File: src/design/etd_ram.sv
// Generic single-write, single-read synchronous RAM with registered read data.
// Depends on nothing.
`default_nettype none

module etd_ram #(
  parameter int unsigned Width = 48,
  parameter int unsigned Depth = 64
) (
  input  wire logic                     clk_i,
  input  wire logic                     we_i,
  input  wire logic [$clog2(Depth)-1:0] waddr_i,
  input  wire logic [Width-1:0]         wdata_i,
  input  wire logic                     re_i,
  input  wire logic [$clog2(Depth)-1:0] raddr_i,
  output logic      [Width-1:0]         rdata_o
);

  logic [Width-1:0] mem_q [Depth];

  always_ff @(posedge clk_i) begin
    if (we_i) begin
      mem_q[waddr_i] <= wdata_i;
    end
  end

  always_ff @(posedge clk_i) begin
    if (re_i) begin
      rdata_o <= mem_q[raddr_i];
    end
  end

endmodule

`default_nettype wire

File: config.mk
export PLATFORM = sky130hd
export DESIGN_NAME = etd_ram
export DESIGN_NICKNAME = d
export VERILOG_FILES = /design/src/design/etd_ram.sv
export SDC_FILE = /design/constraint.sdc
export NUM_CORES = 2
export LEC_CHECK = 0
export BUFFER_PORTS_ARGS = -buffer_cell sky130_fd_sc_hd__buf_2
export CAP_MARGIN = 20
export CORE_MARGIN = 5
export CORE_UTILIZATION = 56
export DETAILED_ROUTE_END_ITERATION = 10
export PLACE_DENSITY = 0.72
export SYNTH_ARGS = -nofsm -noshare
export SYNTH_HDL_FRONTEND = slang
export SYNTH_SLANG_ARGS = --single-unit
File: constraint.sdc
create_clock -name clk_i -period 10.21 [get_ports clk_i]
set_input_delay 1.5315 -clock clk_i [delete_from_list [all_inputs] [get_ports clk_i]]
set_output_delay 1.5315 -clock clk_i [all_outputs]
set_load 0.005 [all_outputs]
==> metrics.md <==
| Metric | Value |
|---|---|
| Drt via density | 6.94 |
| Seq cells post-synth | 3120 |
| Outcome | finished clean |
| Yosys warns | 0 |
| Initial Utilization | 0.562 |
| Most common cell after layout, fill and taps aside | edfxtp_1 |
| Post-Route WL | 313 mm |
| Power consumption | 26.7 mW |
| Worst path required time | 10830 ps |
| Standard-cell row count | 168 |
| CTS buffer count | 319 |
| Fin Setup TNS | 0 ps |
| Min-delay worst type | flip-flop to flip-flop |
| Drt first-iter violations | 8921 |
| Setup crit end kind | flip-flop |
| Post_cts resized | 0 |
| 1st-pass router iterations | 9 |
| RSZ-0062 raised after global routing | no |
| Rel. slew slack | 0.198 |
| Post-DP HPWL | 165 mm |
| Residual DRC | 0 |
| Total number of vias | 57839 |
| Worst Slack Setup Final | 5570 ps |
| Die Area | 0.219 sq mm |
| Die height | 468 um |
| Crit path cell chain | buf_8 -> buf_12 -> buf_4 -> nand2b_2 -> buf_4 -> o22ai_1 -> nor2_1 -> a21oi_1 -> a221oi_1 |
| Clock Skew | 70.3 ps |
| Final Critical Period | 4640 ps |
| Ranking of synthesized cells by area | edfxtp_1 80%, mux4_2 14%, o22ai_1 0.65% |
| Cell Area, Synth | 0.118 sq mm |
| Fin. Hold Viols | 0 |
| Highest Clock Rate | 215 MHz |
| Clock transition at the registers of the reported paths | 60 ps |
| Max-slew violations | 0 |
| Port Buffers | 110 |
| Worst vdd ir | 0.197 mV |
| Antenna violations before repair | 26 |
| Post-synth top area share | 0.797 |
| Layout Utilization | 0.633 |
| Width of the chip | 468 um |
| Critical-path top delay cell | buf_4 |
| Worst path max stage delay | 740 ps |
| Crit path max fanout | 114 |
| Register area | 0.0937 sq mm |
| Largest net degree at the start of global routing | 122 |
| Hold Path Stages | 5 |
| Core area | 0.209 sq mm |
| Final Cycle Share | 0.455 |
| Worst-Margin Slew | 1200 ps |
| Drt wl/cell | 37.6 um |
| Pre-CTS setup slack | 4700 ps |
| CTS tree | yes |
| Layout area overhead | 12.6% |
| Sequential share of the synthesized area | 0.797 |
| Most frequent cells in the layout | 3120 x edfxtp_1, 754 x mux4_2, 328 x clkbuf_16, 135 x buf_4, 122 x o22ai_1 |
| Final Instance Area | 0.132 sq mm |
| Critical path class | primary input to flip-flop |
| Number of global-route vias before repair | 57471 |
| Clk sinks | 3120 |
| CTS max path bufs | 4 |
| Worst-Skew Late Latency | 950 ps |
| I/O pin total | 111 |
| Final GP Congestion | 0.806 |
| GRT Total Usage | 0.287 |
| Post-CTS Setup Repair Bufs | 0 |
| Nets | 5353 |
| Post-route ant nets | 0 |
| Yosys cell types | 35 |
| Average cell area after synthesis | 23.7 sq um |
| Filler cells | 13436 |
| Synth area leader | edfxtp_1 |
| R2R depth | 5 |
| WP data arrival | 5260 ps |
| CTS H-tree depth | 5 |
| Proportion of layout cells with a drive suffix above 1 | 0.281 |
| CP dominant cell by count | buf_4 |
| Multi-input gate area | 0.0230 sq mm |
| Root Buffer Master | clkbuf_16 |
| Power per cell area | 201 mW/mm^2 |
| Syn_nets | 5033 |
| First-pass GRT wire length | 439 mm |
| Maxcap violations | 0 |
| Setup Viol. Count Final | 0 |
| # hold bufs at CTS | 0 |
| Placed Area | 0.122 sq mm |
| P_leak | 41.0 nW |
| Total congestion overflow | 0 |
| CP startpoint kind | primary input |
| Syn Inst Count | 4970 |
-- path summary, 6_finish.rpt --
path,end,from,slack [ps]
setup / recovery,rdata_o[3]$_DFFE_PP_,raddr_i[2],5570
hold / removal,rdata_o[12]$_DFFE_PP_,mem_q[50][12]$_DFFE_PP_,890
setup reg to reg,rdata_o[22]$_DFFE_PP_,mem_q[35][22]$_DFFE_PP_,7970
hold reg to reg,rdata_o[12]$_DFFE_PP_,mem_q[50][12]$_DFFE_PP_,890
-- routing by layer --
layer / wire length [um] / vias up / global-route usage
met1: 110000 / 30527 / 0.394
met3: 39400 / 765 / 0.0764
met2: 150000 / 4337 / 0.451
met4: 13800 / 12 / 0.110
met5: 213 / - / 0
li1: - / 22198 / -
-- power by group --
| part | internal, mW | total (mW) | switching (mW) |
|---|---|---|---|
| Clock | 6.54 | 11.2 | 4.66 |
| Combinational | 0.444 | 1.21 | 0.767 |
| Sequential | 14.2 | 14.3 | 0.0495 |
-- area by class of cell --
class / instances / share of cell area
multi-input combinational: 1568 / 0.173
timing repair buffer: 281 / 0.0180
sequential: 3120 / 0.707
tap: 2805 / 0.0265
clock buffer: 404 / 0.0641
antenna: 18 / 0.000340
clock inverter: 141 / 0.0104
-- flip-flops by register name, indices dropped and copies added, names as in the netlist --
signal   cells
rdata_o     48
mem_q     3072
-- kinds of logic after synthesis --
| family | share of synthesized area |
|---|---|
| compound gates | 0.0301 |
| buf+inv | 0.0127 |
| flops | 0.797 |
| mux | 0.151 |
| simple gates | 0.00953 |
-- cell usage after synthesis (all sizes together) --
| library cell | count |
|---|---|
| nor2 | 132 |
| a22o | 57 |
| nand2 | 55 |
| o22ai | 122 |
| a31o | 5 |
| o221ai | 28 |
| nand2b | 10 |
| a211oi | 32 |
| and2 | 3 |
| or2 | 3 |
| a311oi | 11 |
| nand3b | 5 |
| mux2 | 12 |
| a221oi | 83 |
| buf | 183 |
| nand3 | 7 |
| a31oi | 1 |
| or3 | 3 |
| nand4 | 2 |
| mux2i | 63 |
| nor3 | 3 |
| and3 | 1 |
| or3b | 4 |
| edfxtp | 3120 |
| nor2b | 24 |
| nand4b | 1 |
| a21oi | 74 |
| clkbuf | 99 |
| a311o | 1 |
| mux4 | 754 |
| a22oi | 72 |
-- through the flow --
stage,cells,hold slack (ps)
6_report,8337,890
5_1_grt,8328,854
4_1_cts,8298,889
3_5_place_dp,7753,889
3_3_place_gp,7748,873
2_1_floorplan,4970,787
-- worst max-delay path: cells and delay by family --
kind                   cells  cell delay [ps]
buffers and inverters      4             2170
and+or+nand+nor            2              440
AOI/OAI and AO/OA          3              910
(Power assumes the default switching activity.)
